**src/hdl/rfd_pkg.sv**
```systemverilog
// ----------------------------------------------------------------------------
// rfd_pkg
// Shared constants, status codes and error mapping for the response frame
// deframer.
// ----------------------------------------------------------------------------
package rfd_pkg;

  localparam int unsigned FRAME_BYTES_MAX = 256;
  localparam int unsigned CNT_W           = $clog2(FRAME_BYTES_MAX + 1);

  localparam logic [7:0] HDR_BYTE = 8'hBB;
  localparam logic [7:0] END_BYTE = 8'h7E;
  localparam logic [7:0] TYPE_CODE_RESET = 8'h01;

  localparam logic [7:0] ERR_NO_TAG    = 8'h09;
  localparam logic [7:0] ERR_DENIED    = 8'h0A;
  localparam logic [7:0] ERR_READ_A    = 8'h05;
  localparam logic [7:0] ERR_READ_B    = 8'h06;
  localparam logic [7:0] ERR_WRITE_A   = 8'h03;
  localparam logic [7:0] ERR_WRITE_B   = 8'h04;
  localparam logic [7:0] ERR_LOCK      = 8'h0B;

  localparam int unsigned OUT_DATA_W = 56;

  typedef enum logic [3:0] {
    ST_OK       = 4'd0,
    ST_TIMEOUT  = 4'd1,
    ST_CHECKSUM = 4'd2,
    ST_NO_TAG   = 4'd3,
    ST_DENIED   = 4'd4,
    ST_READ     = 4'd5,
    ST_WRITE    = 4'd6,
    ST_LOCK     = 4'd7,
    ST_UNKNOWN  = 4'd8
  } status_t;

  typedef enum logic {
    IN_BYTE    = 1'b0,
    IN_TIMEOUT = 1'b1
  } in_func_t;

  typedef enum logic {
    KIND_PARAM  = 1'b0,
    KIND_STATUS = 1'b1
  } result_kind_t;

  function automatic status_t map_error(input logic [7:0] code);
    status_t st;
    case (code)
      ERR_NO_TAG:              st = ST_NO_TAG;
      ERR_DENIED:              st = ST_DENIED;
      ERR_READ_A, ERR_READ_B:  st = ST_READ;
      ERR_WRITE_A, ERR_WRITE_B: st = ST_WRITE;
      ERR_LOCK:                st = ST_LOCK;
      default:                 st = ST_UNKNOWN;
    endcase
    return st;
  endfunction

endpackage

```
**src/hdl/response_frame_deframer.sv**
```systemverilog
// ----------------------------------------------------------------------------
// response_frame_deframer
// Hunts for response frames in a received byte stream, emits parameter
// bytes as they arrive and one status item per completed frame or timeout.
// ----------------------------------------------------------------------------
// Output: the result of an accepted input item, if any, is registered in the
//   output register.
// Throughput: 1 item per cycle while the output is not stalled; the output register frees as it is taken.
// Reset: synchronous, active high; clears frame state, output valid and
//   sets response_type_code to 1.
module response_frame_deframer
  import rfd_pkg::*;
(
  input  logic                  clk,
  input  logic                  rst,
  input  logic                  s_axis_tvalid,
  output logic                  s_axis_tready,
  input  logic [7:0]            s_axis_tdata,  // [7:0] rx_byte
  input  logic                  s_axis_tuser,  // [0] func
  output logic                  m_axis_tvalid,
  input  logic                  m_axis_tready,
  // [7:0] data_byte, [15:8] byte_index, [23:16] frame_type,
  // [31:24] frame_command, [39:32] param_length, [43:40] status,
  // [51:44] module_error, [55:52] zero
  output logic [OUT_DATA_W-1:0] m_axis_tdata,
  output logic                  m_axis_tuser,  // [0] result_kind
  input  logic                  cfg_valid,
  output logic                  cfg_ready,
  input  logic [7:0]            cfg_data
);

  logic [7:0]       response_type_code;
  logic             in_frame, in_frame_next;
  logic [CNT_W-1:0] byte_count, byte_count_next;
  logic [15:0]      expected_params, expected_params_next;
  logic [7:0]       running_sum, running_sum_next;
  logic [7:0]       held_type, held_type_next;
  logic [7:0]       held_command, held_command_next;
  logic [7:0]       first_param, first_param_next;
  logic [7:0]       previous_byte, previous_byte_next;

  logic             emit;
  logic             kind_next;
  logic [7:0]       data_byte_next, byte_index_next, type_out_next;
  logic [7:0]       cmd_out_next, len_out_next, mod_err_next;
  status_t          status_next;

  logic             accept;
  logic [7:0]       b;
  logic [16:0]      param_end;
  logic [16:0]      p_wide;
  logic [CNT_W-1:0] pos;

  assign cfg_ready     = 1'b1;
  assign s_axis_tready = !m_axis_tvalid || m_axis_tready;
  assign accept        = s_axis_tvalid && s_axis_tready;
  assign b             = s_axis_tdata;
  assign param_end     = 17'd5 + {1'b0, expected_params};
  assign p_wide        = 17'(byte_count);
  assign pos           = byte_count - CNT_W'(5);

  always_comb begin
    in_frame_next        = in_frame;
    byte_count_next      = byte_count;
    expected_params_next = expected_params;
    running_sum_next     = running_sum;
    held_type_next       = held_type;
    held_command_next    = held_command;
    first_param_next     = first_param;
    previous_byte_next   = previous_byte;
    emit                 = 1'b0;
    kind_next            = KIND_PARAM;
    data_byte_next       = '0;
    byte_index_next      = '0;
    type_out_next        = '0;
    cmd_out_next         = '0;
    len_out_next         = '0;
    mod_err_next         = '0;
    status_next          = ST_OK;

    if (s_axis_tuser == IN_TIMEOUT) begin
      in_frame_next   = 1'b0;
      byte_count_next = '0;
      emit            = 1'b1;
      kind_next       = KIND_STATUS;
      status_next     = ST_TIMEOUT;
    end else if (!in_frame) begin
      if (b == HDR_BYTE) begin
        in_frame_next        = 1'b1;
        byte_count_next      = CNT_W'(1);
        running_sum_next     = '0;
        expected_params_next = '0;
      end
    end else if (p_wide >= 17'(FRAME_BYTES_MAX)) begin
      in_frame_next   = 1'b0;
      byte_count_next = '0;
    end else begin
      byte_count_next = byte_count + CNT_W'(1);
      if (p_wide <= 17'd4) begin
        running_sum_next   = running_sum + b;
        previous_byte_next = b;
        if (p_wide == 17'd1) held_type_next = b;
        if (p_wide == 17'd2) held_command_next = b;
        if (p_wide == 17'd4) expected_params_next = {previous_byte, b};
      end else if (p_wide < param_end) begin
        running_sum_next   = running_sum + b;
        previous_byte_next = b;
        if (pos == '0) first_param_next = b;
        emit            = 1'b1;
        data_byte_next  = b;
        byte_index_next = pos[7:0];
      end else if (p_wide == param_end) begin
        previous_byte_next = b;
      end else begin
        in_frame_next   = 1'b0;
        byte_count_next = '0;
        if (b == END_BYTE) begin
          emit          = 1'b1;
          kind_next     = KIND_STATUS;
          type_out_next = held_type;
          cmd_out_next  = held_command;
          len_out_next  = expected_params[7:0];
          if (previous_byte != running_sum) begin
            status_next = ST_CHECKSUM;
          end else if (held_type == response_type_code && expected_params == 16'd1 &&
                       first_param != 8'd0) begin
            status_next  = map_error(first_param);
            mod_err_next = first_param;
          end
        end
      end
    end
  end

  always_ff @(posedge clk) begin
    if (rst) begin
      response_type_code <= TYPE_CODE_RESET;
      in_frame           <= 1'b0;
      byte_count         <= '0;
      expected_params    <= '0;
      running_sum        <= '0;
      held_type          <= '0;
      held_command       <= '0;
      first_param        <= '0;
      previous_byte      <= '0;
      m_axis_tvalid      <= 1'b0;
    end else begin
      if (cfg_valid && cfg_ready) begin
        response_type_code <= cfg_data;
      end
      if (accept) begin
        in_frame        <= in_frame_next;
        byte_count      <= byte_count_next;
        expected_params <= expected_params_next;
        running_sum     <= running_sum_next;
        held_type       <= held_type_next;
        held_command    <= held_command_next;
        first_param     <= first_param_next;
        previous_byte   <= previous_byte_next;
        m_axis_tvalid   <= emit;
      end else if (m_axis_tready) begin
        m_axis_tvalid <= 1'b0;
      end
    end
  end

  always_ff @(posedge clk) begin
    if (accept && emit) begin
      m_axis_tuser <= kind_next;
      m_axis_tdata <= {4'd0, mod_err_next, status_next, len_out_next, cmd_out_next,
                       type_out_next, byte_index_next, data_byte_next};
    end
  end

endmodule

```
**config.mk**
```make
export PLATFORM = sky130hd
export DESIGN_NAME = response_frame_deframer
export DESIGN_NICKNAME = d
export VERILOG_FILES = /design/src/hdl/rfd_pkg.sv /design/src/hdl/response_frame_deframer.sv
export SDC_FILE = /design/constraint.sdc
export NUM_CORES = 1
export LEC_CHECK = 0
export ABC_AREA = 1
export BUFFER_PORTS_ARGS = -buffer_cell sky130_fd_sc_hd__clkbuf_2
export CORE_UTILIZATION = 55
export CTS_BUF_LIST = sky130_fd_sc_hd__clkbuf_8 sky130_fd_sc_hd__clkbuf_16
export CTS_CLUSTER_DIAMETER = 50
export DETAILED_ROUTE_END_ITERATION = 8
export GPL_TIMING_DRIVEN = 0
export HOLD_SLACK_MARGIN = 0.05
export PLACE_DENSITY = 0.76
export SLEW_MARGIN = 30
export SYNTH_ARGS = -nofsm -noshare
export SYNTH_HDL_FRONTEND = slang
export SYNTH_SLANG_ARGS = --single-unit
```
**constraint.sdc**
```tcl
create_clock -name clk -period 8.3 [get_ports clk]
set_input_delay 1.245 -clock clk [delete_from_list [all_inputs] [get_ports clk]]
set_output_delay 1.245 -clock clk [all_outputs]
set_load 0.005 [all_outputs]
```
**Word-level counts from Yosys, hierarchy flattened**

Index checks and enable logic that the tools add are counted.

- Add/subtract/negate cells: 4
- Bitwise operators: 7
- Reduce and logical (&&, ||, !) cells: 24
- Eq/ne operators: 20
- Mux-type cells: 49
- $lt $le $gt $ge: 3

Operator list:

| kind | number |
|---|---|
| $mux 16 | 5 |
| $mux 8 | 8 |
| $mux 9 | 7 |
| $mux 1 | 26 |
| $eq 8x3->1 const B | 3 |
| $eq 8x4->1 const B | 3 |
| $pmux 4 s5 | 1 |
| $reduce_and 6->1 | 3 |
| $add 3x16->17 const A | 1 |
| $eq 9x17->1 | 1 |
| $lt 9x17->1 | 1 |
| $eq 16x1->1 const B | 1 |
| $reduce_and 5->1 | 2 |
| $add 9x1->9 const B | 1 |
| $eq 9x1->1 const B | 1 |
| $eq 9x2->1 const B | 1 |
| $eq 9x3->1 const B | 1 |
| $ge 9x9->1 const B | 1 |
| $le 9x3->1 const B | 1 |
| $logic_not 9->1 | 1 |
| $reduce_or 9->1 | 1 |
| $sub 9x3->9 const B | 1 |
| $add 8x8->8 | 1 |
| $eq 8x2->1 const B | 1 |
| other kinds (20) | 34 |

- Output and inout port bits: 60
- Flip-flop bits (word level): 128
- Word-level logic and storage cells: 122

**Logic depth before layout (Yosys ltp)**

Gate-level depths: netlist of the first run.

- Depth after elaboration: 11
- Mapped depth: 19

**Worst setup path before layout of the first run**

No wires, ideal clock.

- Path kind: input to register
- Start point: input s_axis_tdata[1]
- End point: register m_axis_tdata[0] (enable)
- Arrival time: 2.912 ns
- Slack: 4.980 ns
- Cell stages on the path: 8
- Library setup time: 0.407 ns
- Path through: inv_2 > nor4_1 > nand3_1 > nand3_1 > nand2_1 > nand2_1 > nand2_1 > inv_1

- Longest elaborated chain between the ends: 9

RTL lines:

| element | RTL line | text |
|---|---|---|
| start, declared | response_frame_deframer.sv:18 | `input logic [7:0] s_axis_tdata,` |
| $eq 8x7->1 | response_frame_deframer.sv:117 | `if (b == END_BYTE) begin` |
| $mux 1 | response_frame_deframer.sv:117 |  |
| $mux 1 | response_frame_deframer.sv:112 | `end else if (p_wide == param_end) begin` |
| $mux 1 | response_frame_deframer.sv:105 | `end else if (p_wide < param_end) begin` |
| $mux 1 | response_frame_deframer.sv:99 | `if (p_wide <= 17'd4) begin` |
| $mux 1 | response_frame_deframer.sv:94 | `end else if (p_wide >= 17'(FRAME_BYTES_MAX)) begin` |
| $mux 1 | response_frame_deframer.sv:87 | `end else if (!in_frame) begin` |
| $mux 1 | response_frame_deframer.sv:81 | `if (s_axis_tuser == IN_TIMEOUT) begin` |
| $logic_and 1x1->1 | response_frame_deframer.sv:168 | `if (accept && emit) begin` |
| end signal, assigned | response_frame_deframer.sv:170 | `m_axis_tdata <= {4'd0, mod_err_next, status_next, len_out_next, cmd_out_next,` |
| end, declared | response_frame_deframer.sv:25 | `output logic [OUT_DATA_W-1:0] m_axis_tdata,` |

Every way passes these cells.
A chain may end at the register's enable or synchronous reset.

**Worst setup path after layout of the first run**

- Start point: register expected_params[0]
- End point: register m_axis_tdata[20] (enable)

- Longest elaborated chain between the ends: 9
- Elaborated cells between the ends (all ways): 10
- Classes of those cells: add/sub (1); order compare (1); eq/ne (1); mux (6); reduce/logical (1)

RTL lines:

| element | RTL line | text |
|---|---|---|
| start, declared | response_frame_deframer.sv:35 | `logic [15:0] expected_params, expected_params_next;` |
| start signal, assigned | response_frame_deframer.sv:154 | `expected_params <= expected_params_next;` |
| $add 3x16->17 (*) | response_frame_deframer.sv:58 | `assign param_end = 17'd5 + {1'b0, expected_params};` |
| parallel branches: the longest is 2 deep, another holds $lt 9x17->1 | -- |  |
| $mux 1 (*) | response_frame_deframer.sv:105 |  |
| $mux 1 (*) | response_frame_deframer.sv:99 |  |
| $mux 1 (*) | response_frame_deframer.sv:94 |  |
| $mux 1 (*) | response_frame_deframer.sv:87 |  |
| $mux 1 (*) | response_frame_deframer.sv:81 |  |
| $logic_and 1x1->1 (*) | response_frame_deframer.sv:168 |  |

Mark *: on every way between the ends.

==> impl_metrics.prom, run 1 <==
# TYPE chip_impl_metric gauge
chip_impl_metric{name="synth_fa_ha_area_frac",unit=""} 0.04668
chip_impl_metric{name="combinational_power_share",unit=""} 0.042
chip_impl_metric{name="dpl-instance-area",unit="um2"} 6890
chip_impl_metric{name="final-instance-count-excl-fill",unit=""} 1015
chip_impl_metric{name="initial_util",unit=""} 0.5735
chip_impl_metric{name="grt_pass1_vias",unit=""} 4944
chip_impl_metric{name="synthSimpleGateAreaFrac",unit=""} 0.2557
chip_impl_metric{name="ys_seq_area_frac",unit=""} 0.4889
chip_impl_metric{name="post-cts-setup-buffer-count",unit=""} 0
chip_impl_metric{name="power.switching_fraction",unit=""} 0.2400
chip_impl_metric{name="die_boundary_height",unit="um"} 109.2
chip_impl_metric{name="period_share",unit=""} 0.3791
chip_impl_metric{name="postCtsResizedCells",unit=""} 0
chip_impl_metric{name="clock-skew-final",unit="ns"} 0.01110
chip_impl_metric{name="diodes",unit=""} 0
chip_impl_metric{name="yosys_register_bits",unit=""} 128
chip_impl_metric{name="route.detailed.drc",unit=""} 0
chip_impl_metric{name="critPathArrivalTime",unit="ns"} 3.21
chip_impl_metric{name="path_clk_slew",unit="ns"} 0.06
chip_impl_metric{name="synthesis.area",unit="um2"} 6326
chip_impl_metric{name="core_area",unit="um2"} 11030
chip_impl_metric{name="routed_wire_length",unit="um"} 15510
chip_impl_metric{name="numPortBuffers",unit=""} 75
chip_impl_metric{name="routed-via-count",unit=""} 5424
chip_impl_info{name="worst-setup-path-type",value="register to register"} 1
chip_impl_metric{name="layout-area-overhead-vs-synth",unit="%"} 18.26
chip_impl_metric{name="hold_violations",unit=""} 0
chip_impl_metric{name="final_layout_size_suffix_gt1_frac",unit=""} 0.1897
chip_impl_metric{name="yosysWarningCount",unit=""} 0
chip_impl_metric{name="worst-slew-pin-transition",unit="ns"} 0.6555
chip_impl_info{name="yosysTopAreaCell",value="edfxtp_1"} 1
chip_impl_metric{name="p_sw",unit="W"} 0.0003555
chip_impl_metric{name="cts_inserted_buffers",unit=""} 17
chip_impl_info{name="yosys-top-cells-area",value="edfxtp_1 25%, dfxtp_1 24%, nor2_1 9.0%, nand2_1 7.0%, a21oi_1 5.1%"} 1
chip_impl_metric{name="finalMaxSlewViolations",unit=""} 0
chip_impl_metric{name="clock_tree.htree_level_count",unit=""} 4
chip_impl_metric{name="power.internal",unit="W"} 0.001126
chip_impl_metric{name="postSynthCellCount",unit=""} 765
chip_impl_metric{name="design_area_final",unit="um2"} 7481
chip_impl_metric{name="fin_setup_tns",unit="ns"} 0
chip_impl_info{name="tritoncts",value="yes"} 1
chip_impl_metric{name="io_pins",unit=""} 82
chip_impl_metric{name="seq_area",unit="um2"} 3093
chip_impl_metric{name="slew_margin_rel",unit=""} 0.5630
chip_impl_metric{name="grt_remaining_overflow",unit=""} 0
chip_impl_metric{name="final_period_minus_worst_setup_slack",unit="ns"} 3.146
chip_impl_info{name="outcome",value="completed"} 1
chip_impl_metric{name="power.density_cell_area",unit="nW/um2"} 198.0
chip_impl_metric{name="timing.hold.ws",unit="ns"} 0.5016
chip_impl_metric{name="largest_net_degree_at_the_start_of_global_routing",unit=""} 54
chip_impl_metric{name="synth_compound_gate_area_share",unit=""} 0.09059
chip_impl_metric{name="finalSetupViolCount",unit=""} 0
chip_impl_metric{name="fmax",unit="MHz"} 317.8
chip_impl_metric{name="total_power_draw",unit="W"} 0.001482
chip_impl_metric{name="multi_input_gate_area_in_the_final_layout",unit="um2"} 2750
chip_impl_metric{name="cts.hold.buffers_added",unit=""} 0
chip_impl_metric{name="grt_first_pass_wirelength",unit="um"} 23870
chip_impl_metric{name="num-nets-final",unit=""} 907
chip_impl_metric{name="worst-endpoint-required",unit="ns"} 8.36
chip_impl_metric{name="dp.final_hpwl",unit="um"} 11150
chip_impl_metric{name="first_iter_violations",unit=""} 425
chip_impl_info{name="cts_root_buf",value="clkbuf_16"} 1
chip_impl_info{name="unrepaired_setup_endpoints_after_global_routing",value="no"} 1
chip_impl_metric{name="critical_path_peak_fanout",unit=""} 53
chip_impl_metric{name="clockPowerShare",unit=""} 0.505
chip_impl_metric{name="ys_types",unit=""} 45
chip_impl_metric{name="dpl.cell_count",unit=""} 983
chip_impl_metric{name="rows",unit=""} 38
chip_impl_metric{name="grt_antenna_before_repair",unit=""} 0
chip_impl_info{name="largest_family_of_logic_cells_by_synthesized_area",value="simple AND/OR/NAND/NOR gates"} 1
chip_impl_metric{name="ys_async_sr_fraction",unit=""} 0
chip_impl_metric{name="avgViaCountPerCell",unit=""} 5.344
chip_impl_metric{name="tritoncts_num_sinks",unit=""} 128
chip_impl_metric{name="drv.max_cap_violation_count",unit=""} 0
chip_impl_metric{name="die_x",unit="um"} 109.2
chip_impl_metric{name="synth_area_per_cell",unit="um2"} 8.269
chip_impl_metric{name="synth-edff-count",unit=""} 53
chip_impl_metric{name="worst_skew_pair.late_latency",unit="ns"} 0.43
chip_impl_info{name="classification_of_the_worst_slack_hold_path",value="register to register"} 1
chip_impl_metric{name="groute.usage.overall",unit=""} 0.2706
chip_impl_metric{name="finalWeightedCongestion",unit=""} 0.9508
chip_impl_metric{name="die_area",unit="um2"} 11930
chip_impl_metric{name="max-vdd-ir-drop",unit="mV"} 0.09743
chip_impl_metric{name="num-fill-cells",unit=""} 897
chip_impl_info{name="cp-end-kind",value="register"} 1
chip_impl_metric{name="drt_first_pass_iters",unit=""} 5
chip_impl_metric{name="synth_mux_area_frac",unit=""} 0
chip_impl_metric{name="clockBufferDepth",unit=""} 2
chip_impl_metric{name="static-leakage-power",unit="nW"} 3.271
chip_impl_metric{name="synth_top_area_share",unit=""} 0.2516
chip_impl_info{name="main_flop_type_after_synthesis",value="dfxtp_1"} 1
chip_impl_info{name="launching_element_type_of_the_critical_path",value="register"} 1
chip_impl_metric{name="synth-xor-area-share",unit=""} 0.03877
chip_impl_metric{name="antenna_violating_nets_post_route",unit=""} 0
chip_impl_metric{name="drt-wirelength-per-cell",unit="um"} 15.28
chip_impl_metric{name="p_seq_frac",unit=""} 0.453
==> through the flow <==
stage               utilization  setup slack, ns
floorplan                     -            4.980
global route             0.6782            4.913
global placement         0.6244            4.243
finish                   0.6782            5.154
CTS                      0.6782            5.161
detailed placement       0.6247            5.080
==> cell usage in the layout, fill, tap and decap left out, types with 6 or more instances in the layout <==
cell | Yosys | final
edfxtp_1 | 53 | 53
nand2_1 | 118 | 118
nand4_1 | 9 | 9
buf_4 | 7 | 7
o21ai_0 | 33 | 33
nand3_1 | 30 | 30
dfxtp_1 | 75 | 75
inv_6 | 0 | 8
inv_2 | 8 | 8
xor2_1 | 20 | 20
a21oi_1 | 64 | 64
nor3_1 | 16 | 16
nor3_2 | 13 | 13
clkbuf_2 | 0 | 75
ha_1 | 22 | 22
inv_1 | 76 | 75
nor2_1 | 151 | 151
xnor2_1 | 8 | 8
clkbuf_1 | 7 | 7
buf_2 | 8 | 8
nand2_2 | 6 | 6
clkbuf_16 | 0 | 18
==> cells in the mapped netlist (2+ instances only) <==
cell type and instances:
nor2_1 151, nand2_1 118, inv_1 76, dfxtp_1 75, a21oi_1 64, edfxtp_1 53, o21ai_0 33, nand3_1 30
ha_1 22, xor2_1 20, nor3_1 16, nor3_2 13, nand4_1 9, buf_2 8, inv_2 8, xnor2_1 8
buf_4 7, clkbuf_1 7, nand2_2 6, nor4_1 4, buf_1 3, buf_6 3, o21ai_1 3, a31oi_1 2
conb_1 2, nor2_4 2, o21ai_2 2, or2_1 2, or2_2 2
==> power by group through the flow <==
stage	clock (W)	combinational (W)	sequential, W
3_3_place_gp	0	0.0000591	0.000684
6_report	0.000748	0.0000624	0.000671
2_1_floorplan	0	0.0000306	0.000685
5_1_grt	0.000775	0.0000683	0.000672
3_5_place_dp	0	0.0000611	0.000685
4_1_cts	0.000750	0.0000617	0.000671
==> critical path, stage by stage, from the launching register on <==
cell	delay (ns)
dfxtp_1	0.35
ha_1	0.23
o21ai_1	0.27
nor2_1	0.11
xor2_1	0.20
ha_1	0.28
nand2_1	0.10
nor3_1	0.06
nand4_1	0.18
nand3_1	0.13
nand3_1	0.11
nand2_1	0.06
nand2_1	0.05
nand2_1	0.11
inv_4	0.50
==> kinds of logic (layout without fill, tap and decap cells) <==
group	after synthesis	after routing
other	2	5
DFF	128	128
AOI/OAI and AO/OA	109	109
buffers and inverters	115	222
and+or+nand+nor	360	360
adders and majority gates	23	23
xor gates and xnor gates	28	28
==> registers in the layout, summed over array words and instances (netlist names) <==
signal              cells
m_axis_tdata           52
previous_byte           8
running_sum             8
expected_params        16
first_param             8
byte_count              9
held_type               8
held_command            8
response_type_code      8
m_axis_tvalid           1
in_frame                1
m_axis_tuser            1
==> path summary, 6_finish.rpt <==
path,from,end,slack (ns),depth (start not counted)
worst max-delay path,expected_params[0],m_axis_tdata[20],5.15,14
worst min-delay path,response_type_code[0],response_type_code[0],0.50,2
worst max register to register,expected_params[0],m_axis_tdata[20],5.15,14
worst min register to register,response_type_code[0],response_type_code[0],0.50,2
==> area by class of cell <==
cell class / instances / share of cell area
plain buffers: 28 / 0.02191
clock inverters: 14 / 0.01873
well taps: 140 / 0.02342
flip-flops and latches: 128 / 0.4134
inverters: 87 / 0.04449
clock buffers: 18 / 0.06021
repair buffers: 75 / 0.05018
multi-input cells: 525 / 0.3676
==> per-layer routing <==
layer  vias to the layer above  routed length (um)  track usage
met2                       217                7272       0.4358
li1                       2677                   -            -
met5                         -                   0            0
met3                        43                1177      0.06336
met1                      2487                6562       0.3426
met4                         0                 496       0.1286
No activity file was read; power rests on OpenSTA's default activity.
==> run 2, diff against run 1 <==
--- a/config.mk
+++ b/config.mk
@@ -5,9 +5,9 @@
 export SDC_FILE = /design/constraint.sdc
 export NUM_CORES = 1
 export LEC_CHECK = 0
-export ABC_AREA = 1
+export ABC_AREA = 0
 export BUFFER_PORTS_ARGS = -buffer_cell sky130_fd_sc_hd__clkbuf_2
-export CORE_UTILIZATION = 55
+export CORE_UTILIZATION = 52
 export CTS_BUF_LIST = sky130_fd_sc_hd__clkbuf_8 sky130_fd_sc_hd__clkbuf_16
 export CTS_CLUSTER_DIAMETER = 50
 export DETAILED_ROUTE_END_ITERATION = 8
==> constraint.sdc (replaced) <==
create_clock -name clk -period 2.6 [get_ports clk]
set_input_delay 0.39 -clock clk [delete_from_list [all_inputs] [get_ports clk]]
set_output_delay 0.39 -clock clk [all_outputs]
set_load 0.005 [all_outputs]
==> run 2 against run 1 <==
Against the previous run:
- register-to-register slack worse by 5.6 ns
- the run now ends with design-rule violations, negative setup slack left
- core utilization up 3.2 points
- clock skew up 0.00090 ns
- critical endpoint is now m_axis_tdata[37]
- largest cell class is now multi-input combinational cells
==> impl_metrics.prom, run 2 <==
# TYPE chip_impl_metric gauge
chip_impl_info{name="outcome",value="complete, but fails checks"} 1
chip_impl_info{name="failed_checks",value="design-rule violations, negative setup slack"} 1
chip_impl_metric{name="initial_util",unit=""} 0.5405
chip_impl_metric{name="drv.max_cap_violation_count",unit=""} 0
chip_impl_metric{name="final_period_minus_worst_setup_slack",unit="ns"} 3.040
chip_impl_metric{name="fmax",unit="MHz"} 328.9
chip_impl_metric{name="yosysWarningCount",unit=""} 0
chip_impl_info{name="cts_root_buf",value="clkbuf_16"} 1
chip_impl_metric{name="cts_inserted_buffers",unit=""} 17
chip_impl_metric{name="drt-wirelength-per-cell",unit="um"} 19.21
chip_impl_info{name="cp-end-kind",value="register"} 1
chip_impl_metric{name="crit_buf_inv",unit=""} 3
chip_impl_info{name="critical-path-slowest-cell",value="or3_4"} 1
chip_impl_metric{name="dp.final_hpwl",unit="um"} 10770
chip_impl_info{name="yosysTopAreaCell",value="edfxtp_1"} 1
chip_impl_metric{name="finalWeightedCongestion",unit=""} 0.8603
chip_impl_metric{name="fin_setup_tns",unit="ns"} -43.78
chip_impl_metric{name="path_clk_slew",unit="ns"} 0.05
chip_impl_metric{name="largest_net_degree_at_the_start_of_global_routing",unit=""} 17
chip_impl_metric{name="period_share",unit=""} 1.169
chip_impl_metric{name="first_iter_violations",unit=""} 570
chip_impl_metric{name="design_area_final",unit="um2"} 8244
chip_impl_info{name="most_flop_heavy_register",value="m_axis_tdata"} 1
chip_impl_info{name="launching_element_type_of_the_critical_path",value="register"} 1
chip_impl_metric{name="clockBufferDepth",unit=""} 2
chip_impl_metric{name="final.setup.worst_slack",unit="ns"} -0.4401
chip_impl_info{name="critPathTopFamily",value="compound AO/OA/AOI/OAI gates"} 1
chip_impl_metric{name="preCtsSetupSlack",unit="ns"} -0.7616
chip_impl_metric{name="dpl-instance-area",unit="um2"} 6949
chip_impl_metric{name="die_area",unit="um2"} 12510
chip_impl_metric{name="slew_margin_rel",unit=""} 0.5311
chip_impl_metric{name="max-vdd-ir-drop",unit="mV"} 0.3957
chip_impl_metric{name="number_of_flip_flops_under_the_largest_register_name",unit=""} 52
chip_impl_metric{name="grt_antenna_before_repair",unit=""} 0
chip_impl_info{name="synth_most_common_cell",value="dfxtp_1"} 1
chip_impl_metric{name="ys_types",unit=""} 65
chip_impl_metric{name="worst-endpoint-required",unit="ns"} 2.78
chip_impl_metric{name="groute.usage.overall",unit=""} 0.2740
chip_impl_info{name="yosys-top-cells-area",value="edfxtp_1 25%, dfxtp_1 24%, nand2_1 4.4%, ha_1 4.4%, and2_1 4.2%"} 1
chip_impl_metric{name="power.density_cell_area",unit="nW/um2"} 583.6
chip_impl_metric{name="finalSetupViolCount",unit=""} 142
chip_impl_metric{name="cts.hold.buffers_added",unit=""} 0
chip_impl_metric{name="synth-edff-count",unit=""} 53
chip_impl_info{name="classification_of_the_worst_slack_hold_path",value="primary input to register"} 1
chip_impl_metric{name="route.detailed.drc",unit=""} 7
chip_impl_metric{name="num-nets-final",unit=""} 797
chip_impl_metric{name="ys_async_sr_fraction",unit=""} 0
chip_impl_metric{name="grt_first_pass_wirelength",unit="um"} 26440
chip_impl_metric{name="core_area",unit="um2"} 11610
chip_impl_metric{name="rows",unit=""} 39
chip_impl_metric{name="postSynthCellCount",unit=""} 629
chip_impl_metric{name="routed-via-count",unit=""} 5412
chip_impl_info{name="cp_cell_sequence",value="clkbuf_2 > nand4_1 > nor2_1 > xnor2_1 > ha_1 > nand2_2 > or3_4 > a31oi_4 > o21ai_2 > o211ai_1 > a21oi_4 > buf_16 > buf_12"} 1
chip_impl_metric{name="timing.hold.ws",unit="ns"} 0.1863
chip_impl_metric{name="grt_remaining_overflow",unit=""} 0
chip_impl_metric{name="clock-skew-final",unit="ns"} 0.01200
chip_impl_metric{name="avgViaCountPerCell",unit=""} 5.960
chip_impl_metric{name="final_layout_size_suffix_gt1_frac",unit=""} 0.2902
chip_impl_info{name="tritoncts",value="yes"} 1
chip_impl_metric{name="hold_violations",unit=""} 0
chip_impl_metric{name="synth_top_area_share",unit=""} 0.2535
chip_impl_info{name="main_flop_type_after_synthesis",value="dfxtp_1"} 1
chip_impl_metric{name="die_x",unit="um"} 111.9
chip_impl_metric{name="antenna_violating_nets_post_route",unit=""} 0
chip_impl_metric{name="die_boundary_height",unit="um"} 111.9
chip_impl_info{name="biggest_registers_after_layout",value="m_axis_tdata x52, expected_params x16, byte_count x9"} 1
chip_impl_metric{name="worst-slew-pin-transition",unit="ns"} 0.6837
chip_impl_metric{name="dpl.cell_count",unit=""} 850
chip_impl_metric{name="layout-area-overhead-vs-synth",unit="%"} 31.33
chip_impl_info{name="layout_common_cells",value="75 x clkbuf_2, 72 x nand2_1, 71 x dfxtp_1"} 1
chip_impl_info{name="unrepaired_setup_endpoints_after_global_routing",value="yes"} 1
chip_impl_metric{name="finalMaxSlewViolations",unit=""} 0
chip_impl_info{name="layout.cells.most_common",value="clkbuf_2"} 1
chip_impl_metric{name="grt_pass1_vias",unit=""} 5158
chip_impl_metric{name="drt_first_pass_iters",unit=""} 8
chip_impl_metric{name="synth_area_per_cell",unit="um2"} 9.980
chip_impl_metric{name="numPortBuffers",unit=""} 73
chip_impl_metric{name="diodes",unit=""} 0
chip_impl_metric{name="tritoncts_num_sinks",unit=""} 128
chip_impl_metric{name="worst_skew_pair.late_latency",unit="ns"} 0.42
chip_impl_info{name="worst-setup-path-type",value="register to register"} 1
chip_impl_metric{name="routed_wire_length",unit="um"} 17440
chip_impl_metric{name="synthesis.area",unit="um2"} 6277
chip_impl_metric{name="static-leakage-power",unit="nW"} 3.398
chip_impl_metric{name="critPathArrivalTime",unit="ns"} 3.22
chip_impl_metric{name="ys_seq_area_frac",unit=""} 0.4927
chip_impl_metric{name="yosys_register_bits",unit=""} 128
chip_impl_info{name="yosys-top-cells-count",value="75 x dfxtp_1, 74 x nand2_1, 53 x edfxtp_1"} 1
chip_impl_metric{name="critical_path_peak_fanout",unit=""} 15
chip_impl_metric{name="clock_tree.htree_level_count",unit=""} 4
chip_impl_metric{name="delay_of_the_slowest_cell_on_the_worst_path",unit="ns"} 0.34
chip_impl_metric{name="io_pins",unit=""} 82
chip_impl_metric{name="final-instance-count-excl-fill",unit=""} 908
-- run 2: cell types whose count changed after synthesis, sizes merged, moves of 11 or more --
cell,before,now
and2,0,42
clkbuf,7,18
mux2i,0,24
nand2,124,74
nand2b,0,24
inv,85,9
o21ai,38,10
nor3,29,13
a21oi,65,49
nor2,155,39
-- run 2: final cells by class --
class	instances	area, um2
repair buffers	100	739.5
flip-flops and latches	128	3105
clock inverters	14	163.9
well taps	143	178.9
clock buffers	18	439.2
multi-input cells	461	3334
plain buffers	35	249.0
fillers	812	3369
inverters	9	33.78
-- run 2: final timing paths --
path                       from                    end  slack [ns]  cells after the start
max          expected_params[5]       m_axis_tdata[37]       -0.44                     13
min                 cfg_data[0]  response_type_code[0]        0.19                      2
max reg2reg  expected_params[5]       m_axis_tdata[37]       -0.44                     13
min reg2reg     held_command[7]        held_command[7]        0.45                      2
-- run 2: where the power goes --
part           leakage (nW)  switching, W  internal [W]
sequential             1.10     0.0000140       0.00212
combinational          2.00      0.000136      0.000102
clock                 0.296      0.000906       0.00153
-- run 2: cells by family after synthesis --
kind of cell / share of synthesized area
compound gates: 0.1062
xor+xnor: 0.05720
fa+ha+maj: 0.04704
buf+inv: 0.03727
flops: 0.4927
mux: 0.04006
other cells: 0.001196
simple gates: 0.2183
-- run 2: through the flow --
stage                     utilization  total power [W]
after floorplan                     -         0.002285
after global placement         0.5936         0.002374
after detailed placement       0.5984         0.002390
after CTS                      0.6946         0.004804
after global routing           0.7099         0.004930
final                          0.7099         0.004812
-- run 2: timing repair --
item,in CTS,in global routing
endpoints found under the hold margin,0,0
pin swaps,22,29
cloned,5,1
gates resized for setup,63,42
buffers inserted,18,4
endpoints found under the setup margin,141,156
-- run 2: layer usage --
metal	wire length, um	GRT usage
met2	8404	0.4493
met5	0	0
met1	6905	0.3363
met4	669	0.1486
met3	1463	0.06097
